[config.mk]
export PLATFORM = sky130hd
export DESIGN_NAME = vuss_front
export DESIGN_NICKNAME = d
export VERILOG_FILES = /design/src/vuss_pkg.sv /design/src/vuss_front.sv
export SDC_FILE = /design/constraint.sdc
export NUM_CORES = 1
export LEC_CHECK = 0
export BUFFER_PORTS_ARGS = -buffer_cell sky130_fd_sc_hd__buf_2
export CAP_MARGIN = 20
export CORE_ASPECT_RATIO = 0.75
export CORE_MARGIN = 2
export CORE_UTILIZATION = 40
export DETAILED_ROUTE_END_ITERATION = 10
export PLACE_DENSITY = 0.73
export SYNTH_ARGS = -nofsm -noshare
export SYNTH_HDL_FRONTEND = slang
export SYNTH_SLANG_ARGS = --single-unit
[constraint.sdc]
create_clock -name clk -period 3.4 [get_ports clk]
set_clock_uncertainty 0.05 [all_clocks]
set_input_delay 1.02 -clock clk [delete_from_list [all_inputs] [get_ports clk]]
set_output_delay 1.02 -clock clk [all_outputs]
set_load 0.005 [all_outputs]
[src/vuss_pkg.sv]
// Package of shared types, constants and helper functions for the UV seam splitter.
`timescale 1ns / 1ps
`default_nettype none

package vuss_pkg;

  // Field widths fixed by the corner and result formats.
  localparam int VTX_W = 16;
  localparam int UV_W  = 32;
  localparam int CNT_W = 17;

  // The visited bitmap is kept as rows of 64 bits, one row per memory word.
  localparam int MAP_DEPTH = 1 << VTX_W;
  localparam int ROW_BITS  = 64;
  localparam int ROW_SEL_W = $clog2(ROW_BITS);
  localparam int ROWS      = MAP_DEPTH / ROW_BITS;
  localparam int ROW_AW    = $clog2(ROWS);

  // Default size of the vertex store on the host side.
  localparam int MAX_VERTICES_DEF = 65536;

  // Configuration register indexes.
  localparam int CFG_IDX_W = 2;
  localparam logic [CFG_IDX_W-1:0] CFG_SMOOTH_MODE  = 2'd0;
  localparam logic [CFG_IDX_W-1:0] CFG_VERTEX_COUNT = 2'd1;

  // One triangle corner as it arrives.
  typedef struct packed {
    logic [VTX_W-1:0] corner_vertex;
    logic [UV_W-1:0]  corner_u;
    logic [UV_W-1:0]  corner_v;
  } in_item_t;

  // One result as it leaves.
  typedef struct packed {
    logic [VTX_W-1:0] remapped_vertex;
    logic             duplicated;
    logic [VTX_W-1:0] copy_source;
    logic             uv_write;
    logic             overflow;
  } out_item_t;

  // Classification of the corner UV pair made at the front.
  typedef struct packed {
    logic u_nan;
    logic u_zero;
    logic v_nan;
    logic v_zero;
  } fp_class_t;

  // A queued corner with its classification.
  typedef struct packed {
    in_item_t  item;
    fp_class_t cls;
  } q_entry_t;

  // Head of the queue as the back end sees it.
  typedef struct packed {
    logic     valid;
    q_entry_t entry;
  } q_head_t;

  // Back end sequencer states.
  typedef enum logic [1:0] {
    BK_CLEAR,
    BK_IDLE,
    BK_EXEC
  } back_state_t;

  // True for any NaN pattern, quiet or signaling.
  function automatic logic is_nan32(input logic [UV_W-1:0] x);
    is_nan32 = (x[UV_W-2:0] > 31'h7F80_0000);
  endfunction

  // True for plus or minus zero.
  function automatic logic is_zero32(input logic [UV_W-1:0] x);
    is_zero32 = (x[UV_W-2:0] == '0);
  endfunction

endpackage

`default_nettype wire

[src/vuss_front.sv]
// Front end: accepts corners, classifies their UV pair and queues them for the back end.
`timescale 1ns / 1ps
`default_nettype none

module vuss_front (
  input  wire logic               clk,
  input  wire logic               rst_n,
  input  wire logic               in_valid,
  output logic                    in_stall,
  input  wire vuss_pkg::in_item_t in_data,
  output vuss_pkg::q_head_t       q_head,
  input  wire logic               q_pop
);

  localparam int QDEPTH = 2;

  vuss_pkg::q_entry_t entry_r [QDEPTH];
  logic               wr_ptr_r, wr_ptr_nxt;
  logic               rd_ptr_r, rd_ptr_nxt;
  logic [1:0]         count_r, count_nxt;
  logic               push;
  logic               pop;
  vuss_pkg::q_entry_t new_entry;

  // The queue stalls the input only when both slots are taken.
  assign in_stall = (count_r == 2'(QDEPTH));
  assign push     = in_valid && !in_stall;
  assign pop      = q_pop && (count_r != 2'd0);

  // Classify the UV pair once, so the back end only compares.
  always_comb begin
    new_entry.item       = in_data;
    new_entry.cls.u_nan  = vuss_pkg::is_nan32(in_data.corner_u);
    new_entry.cls.u_zero = vuss_pkg::is_zero32(in_data.corner_u);
    new_entry.cls.v_nan  = vuss_pkg::is_nan32(in_data.corner_v);
    new_entry.cls.v_zero = vuss_pkg::is_zero32(in_data.corner_v);
  end

  // Pointer and fill count updates.
  always_comb begin
    wr_ptr_nxt = push ? ~wr_ptr_r : wr_ptr_r;
    rd_ptr_nxt = pop ? ~rd_ptr_r : rd_ptr_r;
    count_nxt  = count_r + 2'(push) - 2'(pop);
  end

  always_ff @(posedge clk) begin
    if (!rst_n) begin
      wr_ptr_r <= 1'b0;
      rd_ptr_r <= 1'b0;
      count_r  <= 2'd0;
    end else begin
      wr_ptr_r <= wr_ptr_nxt;
      rd_ptr_r <= rd_ptr_nxt;
      count_r  <= count_nxt;
    end
  end

  // Queue storage needs no reset.
  always_ff @(posedge clk) begin
    if (push) begin
      entry_r[wr_ptr_r] <= new_entry;
    end
  end

  assign q_head.valid = (count_r != 2'd0);
  assign q_head.entry = entry_r[rd_ptr_r];

endmodule

`default_nettype wire

# == Word level (Yosys, flattened, before mapping) ==
# Memory sizes are Yosys's and may differ from the RTL's. A register that Yosys moved wholly into a read port is not among the register bits.
# Cells that the tools add are included.
# classes
addsub,2
order_cmp,2
n_eq_ne,1
mux,4
bitwise_logic,2
n_reduce_logical,6
# ops
operator,n
greater-than comparator 31 bit (second input constant),2
zero test 31 bit,2
two-way mux 1 bit,4
adder 2 x 1 -> 2 bit,1
== test 2 bit (second input constant),1
logical AND 1 bit,2
inverter 1 bit,2
nonzero test 2 bit,1
subtractor 2 x 1 -> 2 bit,1
zero test 1 bit,1
# word_totals
register_bits,4
ram_bits,168
input_bits,84
n_memories,1
# memory_table
memory,depth,width,read_ports,rd_ports_with_merged_regs,wr,line_no,text
entry_r,2,84,1,1,1,vuss_front.sv:17,vuss_pkg::q_entry_t entry_r [QDEPTH];

# == Longest topological paths before layout ==
# depth
depth_word,5
mapped_depth,8
mapped_depth_nobuf,8

# == Worst setup path after synthesis ==
# Ideal clock, no wire load.
# synth_path
kind,input to register
startpoint,in in_valid
endpoint,mem entry_r[0][0] (netlist bit) (enable)
t_arrival_ns,3.050
t_required_ns,2.912
path_slack_ns,-0.138
cell_stages,3
path_buffers,0
cell_sequence,inv_1 or3_1 inv_1
# synth_between
elab_chain_len,3
# synth_rtl
element,line_no,text
"start, declared",vuss_front.sv:8,"input wire logic in_valid,"
logical AND 1 bit,vuss_front.sv:27,assign push = in_valid && !in_stall;
two-way mux 1 bit,vuss_front.sv:60,if (push) begin
two-way mux 1 bit (not written as such),vuss_front.sv:61,entry_r[wr_ptr_r] <= new_entry;
"end, declared",vuss_front.sv:17,
# Every way passes these cells.

==> impl_metrics.env <==
export IMPL_fin_ws_ns=0.493
export IMPL_final_core_util_pct=51.1
export IMPL_insertion_delay_ns=0.41
export IMPL_crit_fanout=25
export IMPL_power_density_nw_per_um2=720
export IMPL_drc=0
export IMPL_final_setup_tns_ns=0
export IMPL_avgSynthCellArea_sq_um=20.2
export IMPL_vias=3522
export IMPL_rows=40
export IMPL_core_area_sq_um=16000
export IMPL_critPathArrivalTime_ns=1.84
export IMPL_clock_path_buffers=2
export IMPL_rsz0062_at_grt="false"
export IMPL_grt_pass1_wl_um=18300
export IMPL_clkSinkCount=173
export IMPL_critPathKind="reg -> out"
export IMPL_viasPerCell=4.84
export IMPL_fp_dieH_um=114
export IMPL_synth_top_area_cell="edfxtp_1"
export IMPL_grtUsageTotal_pct=14.2
export IMPL_grt_pass1_vias=3610
export IMPL_critPathCaptureType="primary output"
export IMPL_postRouteAntennaNets=0
export IMPL_cts_tree="yes"
export IMPL_cts_buffers=17
export IMPL_hold_viol_final=0
export IMPL_grt_overflow_total=0
export IMPL_required_ns=2.33
export IMPL_syn_inst=321
export IMPL_setup_viol=0
export IMPL_min_path_type="reg -> reg"
export IMPL_antenna_cells=0
export IMPL_ys_warn_count=0
export IMPL_fin_crit_ns=2.91
export IMPL_synth_area_leaders="edfxtp_1, mux2_1, dfxtp_1"
export IMPL_cellLeakagePower_nw=3.02
export IMPL_synth_seq_cells=173
export IMPL_netlist_area_sq_um=6500
export IMPL_start_util_pct=40.7
export IMPL_place_ws_ns=0.756
export IMPL_grt_busiest_layer="met2"
export IMPL_synth_net_count=407
export IMPL_layout_nets=591
export IMPL_cpLargestDelayFamily="flip-flops"
export IMPL_ys_flop_type="edfxtp_1"
export IMPL_gr_usage_met3_pct=4.62
export IMPL_routed_wl_um=12100
export IMPL_antenna_found_initial=0
export IMPL_hold_buffers=0
export IMPL_outcome="finished clean"
export IMPL_ir_drop_v=0.000464
export IMPL_use_met1_pct=18.0
export IMPL_slew_headroom_pct=59.7
export IMPL_fin_crit_sh_pct=85.5
export IMPL_drive_gt1_share_pct=40.9
export IMPL_seq_area_frac_synth_pct=79.2
export IMPL_max_clock_freq_ghz=0.344
export IMPL_critPathSlowestCell="dfxtp_4"
export IMPL_root_buffer="clkbuf_16"
export IMPL_path_buf_inv=2
export IMPL_place_congestion=0.729
export IMPL_synth_edf_count=168
export IMPL_slowest_delay_ns=0.57
export IMPL_async_flop_share_pct=0
export IMPL_max_cap_viol_count=0
export IMPL_io_pins=170
export IMPL_grt_max_degree=45
export IMPL_dr_pass1_iters=6
export IMPL_dr_first_iter_drc_count=221
export IMPL_synth_distinct_cells=26
export IMPL_die_width_um=151
export IMPL_area_growth_pct=25.5
export IMPL_cts_resized=0
export IMPL_hpwlAfterDp_um=8210
export IMPL_wire_per_inst_um=16.7
export IMPL_synth_top_cell_area_share_pct=77.6
export IMPL_clkTransAtPathRegs_ns=0.06
export IMPL_crit_chain="buf_4, mux2_1, buf_2"
export IMPL_max_slew_worst_pin_slew_ns=0.605
export IMPL_h_tree_depth=4
export IMPL_start_kind="flop"
export IMPL_die_area_sq_um=17300
export IMPL_grtUsageMet2_pct=23.3
export IMPL_postCtsSetupBuffers=0
export IMPL_port_buffers=169
export IMPL_final_max_slew_viol_count=0
-- flip-flops by register name, indices dropped and copies added (netlist names), named ones only --
signal and cells:
entry_r 168, count_r 2, rd_ptr_r 1, wr_ptr_r 1
-- cell type report --
type                       instances  area (sq um)
sequential                       173          5150
inverter                           5          22.5
timing repair buffer             174           933
clock inverter                    12          97.6
clock buffer                      20           437
tap                              210           263
multi-input combinational        134          1250
fill                            1313          7810
-- logic make-up after synthesis --
| family | share of synthesized area, % |
|---|---|
| compound gates | 0.520 |
| xor+xnor | 0.270 |
| fa+ha+maj | 0.385 |
| buf+inv | 1.60 |
| flops | 79.2 |
| mux | 14.6 |
| simple gates | 3.52 |
-- synth_stat cells (2+ instances only) --
cell type    n
mux2_2       6
edfxtp_1   168
buf_2        2
nor2_1       5
and2_1       2
buf_6        6
mux2_1      78
nand2_1      5
o21a_1       2
nand4_1      6
nor4_1      14
dfxtp_1      5
ha_1         2
inv_1        4
nor3_1       5
-- final timing paths --
| path | end | start | cells after the start | slack (ns) |
|---|---|---|---|---|
| min | rd_ptr_r | rd_ptr_r | 2 | 0.48 |
| max | q_head[44] | flop | 3 | 0.49 |
| min reg2reg | rd_ptr_r | rd_ptr_r | 2 | 0.48 |
| max reg2reg | entry_r[0][39] | count_r[0] | 5 | 1.40 |
-- routing by layer --
layer	vias up	part of all wire, %
li1	1657	-
met1	1727	44
met2	123	48
met3	15	6.3
met4	0	1.1
met5	-	0
-- stage by stage --
| stage | total power [mW] | hold WS [ns] | instances | instance area, sq um |
|---|---|---|---|---|
| finish | 5.88 | 0.479 | 728 | 8160 |
| global route | 6.18 | 0.500 | 728 | 8160 |
| CTS | 5.96 | 0.479 | 728 | 8160 |
| detailed placement | 4.20 | 0.458 | 696 | 7620 |
| global placement | 4.15 | 0.437 | 696 | 7620 |
| floorplan | 3.59 | 0.408 | 321 | 6500 |
-- where the power goes --
part	total (mW)	switching, mW	internal [mW]
Sequential	2.83	0.115	2.71
Combinational	1.29	0.663	0.629
Clock	1.75	0.753	1.00
-- worst min-delay path, delay by kind of cell, from the launching register on --
kind / cells / cell delay, ns
DFF: 1 / 0.33
xor gates and xnor gates: 1 / 0.09
and+or+nand+nor: 1 / 0.08
-- layout by cell type, fill, tap and decap left out, drive strengths merged, types with 5 or more instances in the layout --
| cell | synthesis | layout |
|---|---|---|
| edfxtp | 168 | 168 |
| clkbuf | 0 | 20 |
| mux2 | 84 | 84 |
| nor2 | 5 | 5 |
| nor3 | 5 | 5 |
| nand4 | 6 | 6 |
| clkinv | 0 | 9 |
| inv | 5 | 5 |
| nor4 | 14 | 14 |
| dfxtp | 5 | 5 |
| nand2 | 5 | 5 |
| buf | 9 | 174 |
Note: power is estimated with default switching activity, not from simulation.
